File: src/rtl/dnsp_pkg.sv
// ----------------------------------------------------------------------------
// DNS answer parser package
// Shared types and constants for the DNS response A-record parser.
// ----------------------------------------------------------------------------
package dnsp_pkg;

  localparam int unsigned HeaderLen = 12;
  localparam int unsigned FixedLen  = 10;

  localparam logic [7:0]  PtrMask   = 8'hC0;
  localparam logic [15:0] QrBit     = 16'h8000;
  localparam logic [15:0] RcodeMask = 16'h000F;
  localparam logic [15:0] TypeA     = 16'h0001;
  localparam logic [15:0] AddrLen   = 16'd4;
  localparam logic [15:0] QFixedLen = 16'd4;

  // Result status codes.
  localparam logic [2:0] StFound       = 3'd0;
  localparam logic [2:0] StNotResponse = 3'd1;
  localparam logic [2:0] StRcodeError  = 3'd2;
  localparam logic [2:0] StNoARecord   = 3'd3;
  localparam logic [2:0] StTruncated   = 3'd4;

  typedef enum logic [11:0] {
    PH_HEADER  = 12'b0000_0000_0001,
    PH_Q_LEN   = 12'b0000_0000_0010,
    PH_Q_LABEL = 12'b0000_0000_0100,
    PH_Q_PTR   = 12'b0000_0000_1000,
    PH_Q_FIXED = 12'b0000_0001_0000,
    PH_A_LEN   = 12'b0000_0010_0000,
    PH_A_LABEL = 12'b0000_0100_0000,
    PH_A_PTR   = 12'b0000_1000_0000,
    PH_A_FIXED = 12'b0001_0000_0000,
    PH_A_SKIP  = 12'b0010_0000_0000,
    PH_A_ADDR  = 12'b0100_0000_0000,
    PH_DONE    = 12'b1000_0000_0000
  } phase_t;

  typedef struct packed {
    phase_t      phase;
    logic [3:0]  byte_count;
    logic [15:0] header_flags;
    logic [15:0] questions_left;
    logic [15:0] answers_left;
    logic [15:0] record_kind;
    logic [15:0] data_left;
    logic [31:0] address_acc;
  } parse_state_t;

  typedef struct packed {
    logic        vld;
    logic [2:0]  status;
    logic [31:0] address;
  } parse_result_t;

  localparam parse_state_t StateReset = '{
    phase:          PH_HEADER,
    byte_count:     4'd0,
    header_flags:   16'd0,
    questions_left: 16'd0,
    answers_left:   16'd0,
    record_kind:    16'd0,
    data_left:      16'd0,
    address_acc:    32'd0
  };

endpackage

File: src/rtl/dns_answer_address_parser_top.sv
// ----------------------------------------------------------------------------
// DNS answer address parser
// Reads a DNS response byte stream and reports the first IPv4 A record.
// ----------------------------------------------------------------------------
// Usage:
//   The input channel (in_vld / in_stall) carries one message byte per
//   transfer, with in_end_of_message high on the last byte of a message.
//   The result channel (out_vld / out_stall) carries one transfer per
//   message: out_status and out_address (zero unless the status is found).
//   A decision may come before the end marker; bytes after it are dropped
//   until the end marker, which returns the parser to the header phase.
//   A byte transfer is held in the byte register; its result goes through
//   the result register to out_vld. Throughput is one byte per cycle while
//   no result waits under out_stall: the byte register feeds the parser
//   state update, a single pass of narrow compare and decrement logic.
//   When the receiver holds out_stall with a result waiting, the byte
//   register stops draining and in_stall rises; no byte or result is lost.
//   Synchronous active-low reset empties both registers and puts the
//   parser in the header phase.
// ----------------------------------------------------------------------------
module dns_answer_address_parser_top (
  input  logic        clk,
  input  logic        rst_n,
  input  logic        in_vld,
  output logic        in_stall,
  input  logic [7:0]  in_data_byte,
  input  logic        in_end_of_message,
  output logic        out_vld,
  input  logic        out_stall,
  output logic [2:0]  out_status,
  output logic [31:0] out_address
);

  // Input byte register.
  logic       byte_vld_r;
  logic [7:0] byte_data_r;
  logic       byte_eom_r;

  // Parser state.
  dnsp_pkg::parse_state_t  state_r;
  dnsp_pkg::parse_state_t  state_nxt;
  dnsp_pkg::parse_result_t step_res;

  // Result register.
  logic        out_vld_r;
  logic [2:0]  out_status_r;
  logic [31:0] out_address_r;

  logic advance;
  logic in_xfer;

  // The held byte moves on whenever the result register can take a result.
  assign advance  = byte_vld_r && (!out_vld_r || !out_stall);
  assign in_stall = byte_vld_r && !advance;
  assign in_xfer  = in_vld && !in_stall;

  dnsp_step u_step (
    .cur            (state_r),
    .data_byte      (byte_data_r),
    .end_of_message (byte_eom_r),
    .nxt            (state_nxt),
    .res            (step_res)
  );

  always_ff @(posedge clk) begin
    if (!rst_n) begin
      byte_vld_r <= 1'b0;
    end else if (in_xfer) begin
      byte_vld_r <= 1'b1;
    end else if (advance) begin
      byte_vld_r <= 1'b0;
    end
  end

  always_ff @(posedge clk) begin
    if (in_xfer) begin
      byte_data_r <= in_data_byte;
      byte_eom_r  <= in_end_of_message;
    end
  end

  always_ff @(posedge clk) begin
    if (!rst_n) begin
      state_r <= dnsp_pkg::StateReset;
    end else if (advance) begin
      state_r <= state_nxt;
    end
  end

  always_ff @(posedge clk) begin
    if (!rst_n) begin
      out_vld_r <= 1'b0;
    end else if (advance && step_res.vld) begin
      out_vld_r <= 1'b1;
    end else if (!out_stall) begin
      out_vld_r <= 1'b0;
    end
  end

  always_ff @(posedge clk) begin
    if (advance && step_res.vld) begin
      out_status_r  <= step_res.status;
      out_address_r <= step_res.address;
    end
  end

  assign out_vld     = out_vld_r;
  assign out_status  = out_status_r;
  assign out_address = out_address_r;

endmodule

File: src/rtl/dnsp_step.sv
// ----------------------------------------------------------------------------
// DNS answer parser step logic
// Combinational next-state and result logic for one message byte.
// ----------------------------------------------------------------------------
module dnsp_step (
  input  dnsp_pkg::parse_state_t  cur,
  input  logic [7:0]              data_byte,
  input  logic                    end_of_message,
  output dnsp_pkg::parse_state_t  nxt,
  output dnsp_pkg::parse_result_t res
);

  always_comb begin
    dnsp_pkg::parse_state_t s;
    logic                   dec;
    logic [2:0]             st;
    logic [3:0]             cnt;
    logic [15:0]            dl;
    logic [15:0]            cnt_q;
    logic [15:0]            cnt_a;

    s     = cur;
    dec   = 1'b0;
    st    = dnsp_pkg::StFound;
    cnt   = cur.byte_count + 4'd1;
    dl    = cur.data_left - 16'd1;
    cnt_q = cur.questions_left - 16'd1;
    cnt_a = cur.answers_left - 16'd1;

    case (cur.phase)
      dnsp_pkg::PH_HEADER: begin
        case (cur.byte_count)
          4'd2: s.header_flags   = {data_byte, 8'h00};
          4'd3: s.header_flags   = {cur.header_flags[15:8], data_byte};
          4'd4: s.questions_left = {data_byte, 8'h00};
          4'd5: s.questions_left = {cur.questions_left[15:8], data_byte};
          4'd6: s.answers_left   = {data_byte, 8'h00};
          4'd7: s.answers_left   = {cur.answers_left[15:8], data_byte};
          default: ;
        endcase
        s.byte_count = cnt;
        if (cnt == 4'(dnsp_pkg::HeaderLen)) begin
          if ((s.header_flags & dnsp_pkg::QrBit) == 16'd0) begin
            dec = 1'b1;
            st  = dnsp_pkg::StNotResponse;
          end else if ((s.header_flags & dnsp_pkg::RcodeMask) != 16'd0) begin
            dec = 1'b1;
            st  = dnsp_pkg::StRcodeError;
          end else if (s.questions_left != 16'd0) begin
            s.phase = dnsp_pkg::PH_Q_LEN;
          end else if (s.answers_left != 16'd0) begin
            s.phase = dnsp_pkg::PH_A_LEN;
          end else begin
            dec = 1'b1;
            st  = dnsp_pkg::StNoARecord;
          end
        end
      end
      dnsp_pkg::PH_Q_LEN, dnsp_pkg::PH_A_LEN: begin
        if (data_byte == 8'd0) begin
          if (cur.phase == dnsp_pkg::PH_A_LEN) begin
            s.phase       = dnsp_pkg::PH_A_FIXED;
            s.byte_count  = 4'd0;
            s.record_kind = 16'd0;
            s.data_left   = 16'd0;
          end else begin
            s.phase     = dnsp_pkg::PH_Q_FIXED;
            s.data_left = dnsp_pkg::QFixedLen;
          end
        end else if ((data_byte & dnsp_pkg::PtrMask) != 8'd0) begin
          s.phase = (cur.phase == dnsp_pkg::PH_A_LEN) ? dnsp_pkg::PH_A_PTR
                                                      : dnsp_pkg::PH_Q_PTR;
        end else begin
          s.data_left = {8'h00, data_byte};
          s.phase = (cur.phase == dnsp_pkg::PH_A_LEN) ? dnsp_pkg::PH_A_LABEL
                                                      : dnsp_pkg::PH_Q_LABEL;
        end
      end
      dnsp_pkg::PH_Q_LABEL: begin
        s.data_left = dl;
        if (dl == 16'd0) s.phase = dnsp_pkg::PH_Q_LEN;
      end
      dnsp_pkg::PH_A_LABEL: begin
        s.data_left = dl;
        if (dl == 16'd0) s.phase = dnsp_pkg::PH_A_LEN;
      end
      dnsp_pkg::PH_Q_PTR: begin
        s.phase     = dnsp_pkg::PH_Q_FIXED;
        s.data_left = dnsp_pkg::QFixedLen;
      end
      dnsp_pkg::PH_A_PTR: begin
        s.phase       = dnsp_pkg::PH_A_FIXED;
        s.byte_count  = 4'd0;
        s.record_kind = 16'd0;
        s.data_left   = 16'd0;
      end
      dnsp_pkg::PH_Q_FIXED: begin
        s.data_left = dl;
        if (dl == 16'd0) begin
          s.questions_left = cnt_q;
          if (cnt_q != 16'd0) begin
            s.phase = dnsp_pkg::PH_Q_LEN;
          end else if (cur.answers_left != 16'd0) begin
            s.phase = dnsp_pkg::PH_A_LEN;
          end else begin
            dec = 1'b1;
            st  = dnsp_pkg::StNoARecord;
          end
        end
      end
      dnsp_pkg::PH_A_FIXED: begin
        if (cur.byte_count < 4'd2) begin
          s.record_kind = {cur.record_kind[7:0], data_byte};
        end else if (cur.byte_count >= 4'd8) begin
          s.data_left = {cur.data_left[7:0], data_byte};
        end
        s.byte_count = cnt;
        if (cnt == 4'(dnsp_pkg::FixedLen)) begin
          if (s.record_kind == dnsp_pkg::TypeA && s.data_left == dnsp_pkg::AddrLen) begin
            s.address_acc = 32'd0;
            s.phase       = dnsp_pkg::PH_A_ADDR;
          end else if (s.data_left != 16'd0) begin
            s.phase = dnsp_pkg::PH_A_SKIP;
          end else begin
            // Empty RDATA: the record ends here.
            s.answers_left = cnt_a;
            if (cnt_a != 16'd0) begin
              s.phase = dnsp_pkg::PH_A_LEN;
            end else begin
              dec = 1'b1;
              st  = dnsp_pkg::StNoARecord;
            end
          end
        end
      end
      dnsp_pkg::PH_A_SKIP: begin
        s.data_left = dl;
        if (dl == 16'd0) begin
          s.answers_left = cnt_a;
          if (cnt_a != 16'd0) begin
            s.phase = dnsp_pkg::PH_A_LEN;
          end else begin
            dec = 1'b1;
            st  = dnsp_pkg::StNoARecord;
          end
        end
      end
      dnsp_pkg::PH_A_ADDR: begin
        s.address_acc = {cur.address_acc[23:0], data_byte};
        s.data_left   = dl;
        if (dl == 16'd0) begin
          dec = 1'b1;
          st  = dnsp_pkg::StFound;
        end
      end
      default: ;
    endcase

    if (dec) s.phase = dnsp_pkg::PH_DONE;

    res.vld     = 1'b0;
    res.status  = st;
    res.address = 32'd0;
    if (dec) begin
      res.vld     = 1'b1;
      res.address = (st == dnsp_pkg::StFound) ? s.address_acc : 32'd0;
    end else if (end_of_message && cur.phase != dnsp_pkg::PH_DONE) begin
      res.vld    = 1'b1;
      res.status = dnsp_pkg::StTruncated;
    end

    nxt = end_of_message ? dnsp_pkg::StateReset : s;
  end

endmodule

File: config.mk
export PLATFORM = sky130hd
export DESIGN_NAME = dns_answer_address_parser_top
export DESIGN_NICKNAME = d
export VERILOG_FILES = /design/src/rtl/dnsp_pkg.sv /design/src/rtl/dns_answer_address_parser_top.sv /design/src/rtl/dnsp_step.sv
export SDC_FILE = /design/constraint.sdc
export NUM_CORES = 1
export LEC_CHECK = 0
export BUFFER_PORTS_ARGS = -buffer_cell sky130_fd_sc_hd__buf_2
export CAP_MARGIN = 15
export CORE_MARGIN = 1.5
export CORE_UTILIZATION = 43
export DETAILED_ROUTE_END_ITERATION = 16
export GPL_ROUTABILITY_DRIVEN = 0
export SLEW_MARGIN = 10
export SYNTH_ARGS = -nofsm -noshare
export SYNTH_HDL_FRONTEND = slang
export SYNTH_SLANG_ARGS = --single-unit
File: constraint.sdc
create_clock -name clk -period 14.2 [get_ports clk]
set_input_delay 0.71 -clock clk [delete_from_list [all_inputs] [get_ports clk]]
set_output_delay 0.71 -clock clk [all_outputs]
set_load 0.01 [all_outputs]
* Word-level counts from Yosys, hierarchy flattened *
Cells that the tools add are included.

word-level totals
  flip-flop bits (word level) = 163
  output and inout bits = 37
  logic and storage cells = 194
  bits of input ports = 13

operators by class
  magnitude comparators = 2
  multiplexer cells = 91
  reductions and logical operators = 42
  equal/unequal tests = 41
  $add $sub $neg = 4

operators by type and width
  kind                     number
  $mux W16                 18
  $mux W12                 18
  $mux W128                1
  $pmux W16 S2             4
  $reduce_bool A16 Y1      7
  $pmux W12 S9             1
  $pmux W16 S3             2
  $pmux W16 S5             1
  $mux W32                 2
  $pmux W32 S2             1
  $sub A16 B1 Y16 const B  3
  $logic_not A16 Y1        2
  $mux W3                  10
  $ne A4 B2 Y1 const B     6
  $mux W1                  19
  $eq A16 B1 Y1 const B    1
  $eq A16 B3 Y1 const B    1
  $eq A4 B3 Y1 const B     4
  $ne A3 B2 Y1 const B     5
  $eq A12 B1 Y1 const B    1
  $eq A12 B10 Y1 const B   1
  $eq A12 B11 Y1 const B   1
  $eq A12 B2 Y1 const B    1
  $eq A12 B3 Y1 const B    1
  43 further kinds         69

* Depth between registers and ports, before layout *
Gate-level depths: netlist of run 1.

  word-level depth = 14
  depth in mapped cells = 15
  depth with buffers taken out = 11

* Cells and area by module *
Synthesis of run 1 repeated with hierarchy kept, for this count alone.

unflattened totals
  cells, all modules = 1545
  area, all modules = 12055.3 um^2

modules (own cells, without submodules)
  module                         times used  area each (um^2)  seq. area each (um^2)  cells each
  dns_answer_address_parser_top  1           6642.6            3923.8                 609
  dnsp_step                      1           5412.7            0.0                    936

* Worst setup path after synthesis of run 1 *
OpenSTA, ideal clock, no wires.

  path kind = flip-flop to flip-flop
  from = reg state_r[80] in the netlist's numbering
  to = reg out_address_r[0] (netlist: out_address[0]) (enable)
  slack = 9530 ps
  required time = 13773 ps
  cell stages (with the launch flop) = 15
  path buffers = 3
  period minus slack after synthesis = 4670 ps
  library setup time = 427 ps
  data arrival time = 4243 ps
  path through = dfxtp_1 -> clkbuf_1 -> inv_1 -> ha_1 -> buf_2 -> or4b_1 -> clkbuf_1 -> o41ai_2 -> nand2_1 -> or4_1 -> o31ai_2 -> nor2_1 -> o21ai_1 -> nor2_1 -> nor2_1

on the way
  word-level cells in the longest chain between the ends = 10
  elaborated cells on any way between the ends = 14
  classes of those cells = add/sub: 1; mux: 10; reduce/logical: 3

RTL lines
  what                                                                     RTL line                              RTL
  from (decl)                                                              dns_answer_address_parser_top.sv:40   dnsp_pkg::parse_state_t state_r;
  from (signal assigned)                                                   dns_answer_address_parser_top.sv:84   state_r <= dnsp_pkg::StateReset;
  from (signal assigned)                                                   dns_answer_address_parser_top.sv:86   state_r <= state_nxt;
  parallel branches: the longest is 7 deep, another holds $sub A16 B1 Y16  n/a
  $pmux W1 S5 (*)                                                          dnsp_step.sv:30                       case (cur.phase)
  $mux W1 (*)                                                              dnsp_step.sv:164                      if (dec) begin
  $logic_and A1 B1 Y1 (*)                                                  dns_answer_address_parser_top.sv:101  if (advance && step_res.vld) begin
  to (signal assigned)                                                     dns_answer_address_parser_top.sv:103  out_address_r <= step_res.address;
  to (decl)                                                                dns_answer_address_parser_top.sv:47   logic [31:0] out_address_r;

Every way passes the cells marked *. The select of a mux whose other input is x is not followed.
A chain may end at the register's enable or synchronous reset.

* Worst setup path after layout of run 1 *
  from = reg state_r[33] in the netlist's numbering
  to = reg state_r[70] in the netlist's numbering

on the way
  word-level cells in the longest chain between the ends = 7
  elaborated cells on any way between the ends = 12
  classes of those cells = add/sub: 1; eq/ne: 4; mux: 3; reduce/logical: 4

RTL lines
  what
  parallel branches: the longest is 6 deep, another holds $sub A16 B1 Y16
  $reduce_and A6 Y1 (no source line) (*)

Marks and branches as above.

==> impl_metrics.py, run 1 <==
metrics = {
    "floorplan": {
        "die_w_um": 156,
        "core-area_mm2": 0.0228,
        "io_pins": 50,
        "die_area_mm2": 0.0244,
        "rows": 55,
        "die_h_um": 156,
        "initial_core_util_pct": 44.1,
    },
    "drt": {
        "wl_um": 30200,
        "drt_iter0_markers": 911,
        "dr.pass1.iters": 5,
        "route.detailed.drc": 0,
        "avgRoutedWirePerCell_um": 20.0,
        "num_vias": 9321,
        "via_per_inst": 6.18,
        "postRouteAntennaNets": 0,
    },
    "cts": {
        "path_clk_slew_ns": 0.07,
        "h-tree-depth": 4,
        "clockBufferDepth": 2,
        "cts_hold_buf": 0,
        "cts_tree": "yes",
        "clk_latency_ns": 0.43,
        "clockRootBuffer": "clkbuf_16",
        "post_cts_buffers": 0,
        "cts_resized": 0,
        "clock_sinks": 163,
        "numCtsBuffers": 17,
    },
    "place": {
        "dpl.hpwl_um": 20100,
        "preCtsSetupSlack_ns": 9.98,
        "place_area_mm2": 0.0105,
        "portBuffers": 49,
    },
    "run": {
        "drv_cap": 0,
    },
    "yosys": {
        "netlist_instances": 1199,
        "synth_top_family_by_area": "simple AND/OR/NAND/NOR gates",
        "ys_seq_area_share_pct": 36.7,
        "synth_warnings": 0,
        "synth_common_cells": "121 x nor2_1, 119 x dfxtp_1, 96 x a22oi_1, 88 x nand2_1, 88 x nor2b_1",
        "synth_cell_types": 86,
        "synth_edf_count": 44,
        "synth_top_area_share_pct": 23.6,
        "synthArstFlopShare_pct": 0,
        "synth_nets": 1223,
        "syn_area_mm2": 0.0101,
        "synth_fa_ha_area_share_pct": 1.37,
        "yosysMostFrequentCell": "nor2_1",
        "synth_top_area_cell": "dfxtp_1",
        "synthMuxAreaShare_pct": 2.04,
        "syn_area_per_cell_um2": 8.41,
        "synth.area.top_cells": "dfxtp_1 24%, edfxtp_1 13%, a22oi_1 7.1%",
        "synth-compound-area-share_pct": 25.4,
        "synth-simple-area-share_pct": 27.2,
        "synth-xor-area-share_pct": 2.09,
        "ys_seq_elements": 163,
        "synth_ff_type": "dfxtp_1",
    },
    "sta": {
        "hold_violations": 0,
        "max_freq_ghz": 0.233,
        "slew_headroom_pct": 26.4,
        "worstMarginPinSlew_ns": 1.10,
        "fin_ws_ns": 9.91,
        "setup_viol": 0,
        "whs_ns": 0.451,
        "period_needed_ns": 4.29,
        "drv_slew": 0,
        "finalClockSkew_ns": 0.00981,
        "rsz0062_at_grt": "no",
        "min_period_over_period_pct": 30.2,
        "tns_ns": 0,
    },
    "finish": {
        "drive_gt1_share_pct": 12.4,
        "diodes": 0,
        "areaGrowthSynthToFinish_pct": 9.59,
        "nets": 1206,
        "finish.utilization_pct": 48.4,
        "fin_area_mm2": 0.0110,
    },
    "power_and_ir_drop": {
        "vdd_ir_drop_max_v": 0.0000763,
        "p_per_area_mw_per_mm2": 93.1,
        "leakagePower_nw": 3.75,
    },
    "critical_path": {
        "critPathKind": "flop to flop",
        "worstSetupStartpointType": "flop",
        "path_max_fanout": 19,
        "cp.required_ns": 14.55,
        "arrival_ns": 4.64,
        "endpoint_kind": "flop",
    },
    "worst_hold_path": {
        "hold_class": "input pin to flop",
    },
    "global_routing": {
        "grt_first_pass_wirelength_um": 47700,
        "grtUsageTotal_pct": 24.8,
        "grt_pass1_vias": 8521,
        "grt_antenna_before_repair": 0,
        "grt_overflow": 0,
        "grt_max_degree": 113,
    },
    "run_status": {
        "status": "complete, no violations",
    },
}
## final timing paths
check                  start              to  slack (ns)  cells after the start
min reg2reg      state_r[47]     state_r[47]        0.50                      2
min          in_data_byte[3]  byte_data_r[3]        0.45                      1
max reg2reg      state_r[33]     state_r[70]        9.91                     10
max              state_r[33]     state_r[70]        9.91                     10
## cell families after synthesis
logic type / count (synthesis)
buffers and inverters: 127
adder cells (fa/ha/maj): 11
flip-flops: 163
multiplexers: 20
AND/OR/NAND/NOR: 499
AO/OA/AOI/OAI: 355
XOR/XNOR: 24
## sequential cells by signal, indices dropped and copies added (netlist names)
signal and cells:
byte_eom_r 1, byte_data_r 8, state_r 117, out_address 32, byte_vld_r 1, out_vld 1, out_status 3
## placed cells by master, fill, tap and decap left out, types with 9 or more instances in the layout
cell type / count
nor3_1: 29
a22oi_1: 96
a31oi_1: 13
nor2_1: 120
nor3b_1: 9
nor4_1: 17
dfxtp_1: 119
nand4_1: 12
a22o_1: 15
nand2_1: 88
a221oi_1: 21
inv_1: 23
o31ai_1: 11
or3_1: 10
mux2i_1: 16
buf_2: 49
clkbuf_16: 17
a211oi_1: 13
o21ai_0: 34
a21boi_0: 9
edfxtp_1: 44
a21oi_1: 53
or4_1: 11
xor2_1: 15
ha_1: 11
and2_1: 12
nand3_1: 33
nor2b_1: 88
buf_4: 19
xnor2_1: 9
## cell type report
type | instances | area [µm²]
clock inverters | 14 | 155
well taps | 313 | 392
clock buffers | 18 | 439
fillers | 2265 | 11800
flip-flops and latches | 163 | 3700
multi-input cells | 909 | 5880
repair buffers | 68 | 388
inverters | 23 | 86.3
## layer usage
layer | share of wire, % | GRT usage (%)
met2 | 46 | 39.2
met5 | 0 | 0
met4 | 1.8 | 7.07
met1 | 46 | 34.4
met3 | 7.0 | 4.83
## worst max-delay path: stages, from the launching register on
cell and delay [ns]:
dfxtp_1 0.42, inv_1 0.15, ha_1 0.36, or4b_2 0.70, xor2_1 0.16, a31oi_1 0.16, nor4_2 0.55, nor2_1 0.20
o31ai_4 0.98, nand3_1 0.27, o22ai_1 0.23
## through the flow
step                instances  power [mW]
floorplan                1199       0.548
global placement         1476       0.575
detailed placement       1476       0.575
CTS                      1508        1.04
global route             1508        1.06
finish                   1508        1.03
## report_power, final
| group | switching, mW | total (mW) | internal, mW |
|---|---|---|---|
| Sequential | 0.00558 | 0.488 | 0.483 |
| Combinational | 0.0521 | 0.0781 | 0.0260 |
| Clock | 0.221 | 0.462 | 0.241 |
(Power assumes the default switching activity.)
==> run 2, diff against run 1 <==
==> constraint.sdc (replaced) <==
create_clock -name clk -period 3.56 [get_ports clk]
set_input_delay 0.178 -clock clk [delete_from_list [all_inputs] [get_ports clk]]
set_output_delay 0.178 -clock clk [all_outputs]
set_load 0.01 [all_outputs]
==> run 2 against run 1 <==
Compared with the run above: design area is 6.2% higher; sequential cell count stayed put; highest routed layer unchanged; core utilization is 3.0 points higher; routed wire length is 2.0% higher; worst setup slack worse by 9.7 ns; critical path depth is 2 higher; cell count is 5.0% higher; clock-buffer cell count is 1 lower.
==> impl_metrics.py, run 2 (synthesis results as in run 1) <==
metrics = {
    "critical_path": {
        "cp_cell_sequence": "inv_1 > ha_4 > or4b_1 > o41ai_2 > nand2_1 > or4_1 > o31ai_2 > nor2_1 > o21ai_1 > nor2_1 > nor2_4 > buf_12",
        "endpoint_kind": "flop",
        "path_max_fanout": 35,
        "r2r_end": "out_address[3]",
        "ff2ff_path_depth": 12,
        "crit_path_frequent_cell": "nor2_1",
        "arrival_ns": 3.52,
        "worstSetupStartpointType": "flop",
        "r2r-start": "state_r[81]",
        "cp_slowest_cell": "or4b_1",
        "critPathMaxStageDelay_ns": 0.53,
        "critPathKind": "flop to flop",
        "cp.required_ns": 3.69,
        "rrSetupSlack_ns": 0.17,
    },
    "place": {
        "portBuffers": 49,
        "place_inst": 1541,
        "dpl.hpwl_um": 21400,
    },
    "global_routing": {
        "grt_pass1_vias": 8977,
        "grt_first_pass_wirelength_um": 49700,
        "grt_overflow": 0,
        "grt_max_degree": 64,
        "grtUsageTotal_pct": 25.9,
        "grt_antenna_before_repair": 0,
    },
    "finish": {
        "layout_common_cells": "120 x nor2_1, 119 x dfxtp_1, 96 x a22oi_1",
        "drive_gt1_share_pct": 17.1,
        "nets": 1281,
        "diodes": 0,
        "largest_reg_flops": 117,
        "fillers": 2170,
        "multi_input_area_mm2": 0.00591,
        "areaGrowthSynthToFinish_pct": 16.4,
        "finish.utilization_pct": 51.4,
        "finalNonFillerCells": 1583,
        "ff_latch_area_mm2": 0.00370,
        "final_common_cell": "nor2_1",
        "regMostFlops": "state_r",
    },
    "floorplan": {
        "io_pins": 50,
        "initial_core_util_pct": 44.1,
        "rows": 55,
        "core-area_mm2": 0.0228,
        "die_w_um": 156,
        "die_h_um": 156,
        "die_area_mm2": 0.0244,
    },
    "sta": {
        "max_freq_ghz": 0.295,
        "min_period_over_period_pct": 95.2,
        "worstMarginPinSlew_ns": 0.703,
        "rsz0062_at_grt": "no",
        "hold_violations": 0,
        "finalClockSkew_ns": 0.0221,
        "period_needed_ns": 3.39,
        "drv_slew": 0,
        "setup_viol": 0,
        "slew_headroom_pct": 53.1,
        "whs_ns": 0.0932,
    },
    "cts": {
        "clockBufferDepth": 2,
        "h-tree-depth": 4,
        "numCtsBuffers": 17,
        "path_clk_slew_ns": 0.08,
        "clk_latency_ns": 0.45,
        "clockRootBuffer": "clkbuf_16",
        "post_cts_buffers": 0,
        "cts_tree": "yes",
        "clock_sinks": 163,
    },
    "power_and_ir_drop": {
        "vdd_ir_drop_max_v": 0.000306,
        "leakagePower_nw": 4.15,
        "p_per_area_mw_per_mm2": 358,
    },
    "worst_hold_path": {
        "hold_start": "out_stall",
        "worstHoldPathCells": 3,
        "hold_class": "input pin to flop",
        "hold_end": "out_vld",
    },
    "drt": {
        "wl_um": 30800,
        "num_vias": 9673,
        "postRouteAntennaNets": 0,
        "avgRoutedWirePerCell_um": 19.4,
        "dr.pass1.iters": 8,
        "via_per_inst": 6.11,
        "drt_iter0_markers": 848,
        "route.detailed.drc": 0,
    },
    "run": {
        "drv_cap": 0,
    },
    "run_status": {
        "status": "complete, no violations",
    },
}
run 2: worst max-delay path by stage:
| stage | start | end | slack [ns] | cells past startpoint |
|---|---|---|---|---|
| 2_1_floorplan | state_r[80] | out_address[0] | -0.08 | 14 |
| 3_3_place_gp | state_r[81] | out_address[5] | 0.25 | 12 |
| 3_5_place_dp | state_r[33] | state_r[126] | 0.20 | 11 |
| 4_1_cts | state_r[33] | state_r[126] | 0.17 | 11 |
| 5_1_grt | state_r[81] | out_address[3] | 0.02 | 12 |
| 6_report | state_r[81] | out_address[3] | 0.17 | 12 |
run 2: routing by layer:
layer / vias up / GRT usage [%] / share of wire, %
li1: 4599 / - / -
met1: 4568 / 35.0 / 44
met5: - / 0 / 0
met2: 433 / 40.2 / 45
met4: 0 / 10.0 / 3.1
met3: 73 / 5.50 / 8.3
run 2: area by class of cell:
cell class / count / area share [%]
repair buffers: 143 / 8.64
inverters: 23 / 0.757
clock buffers: 17 / 3.63
flip-flops and latches: 163 / 31.6
multi-input cells: 909 / 50.4
clock inverters: 15 / 1.70
well taps: 313 / 3.34
run 2: per-stage QoR:
step | area [µm²] | TNS, ns | setup WS [ns] | power (mW)
floorplan | 10100 | -2.80 | -0.0799 | 2.19
global placement | 11000 | 0 | 0.255 | 2.32
detailed placement | 11000 | 0 | 0.203 | 2.32
CTS | 11700 | 0 | 0.175 | 4.23
global route | 11700 | 0 | 0.0191 | 4.34
finish | 11700 | 0 | 0.172 | 4.20
run 2: where the power goes:
part | switching [mW] | internal, mW
clock network | 0.946 | 0.966
logic | 0.209 | 0.129
registers | 0.0282 | 1.92
total | 1.18 | 3.02
run 2: timing repair:
item,4_1_cts,5_1_grt
gates resized for setup,0,3
hold endpoints to repair,10,0
hold buffers,10,0
endpoints found under the setup margin,0,49
run 2: worst max-delay path: cells and delay by family (launching register included):
family / cells / cell delay [ns]
simple gates: 6 / 1.41
flops: 1 / 0.31
fa+ha+maj: 1 / 0.20
compound gates: 3 / 0.79
buf+inv: 2 / 0.32
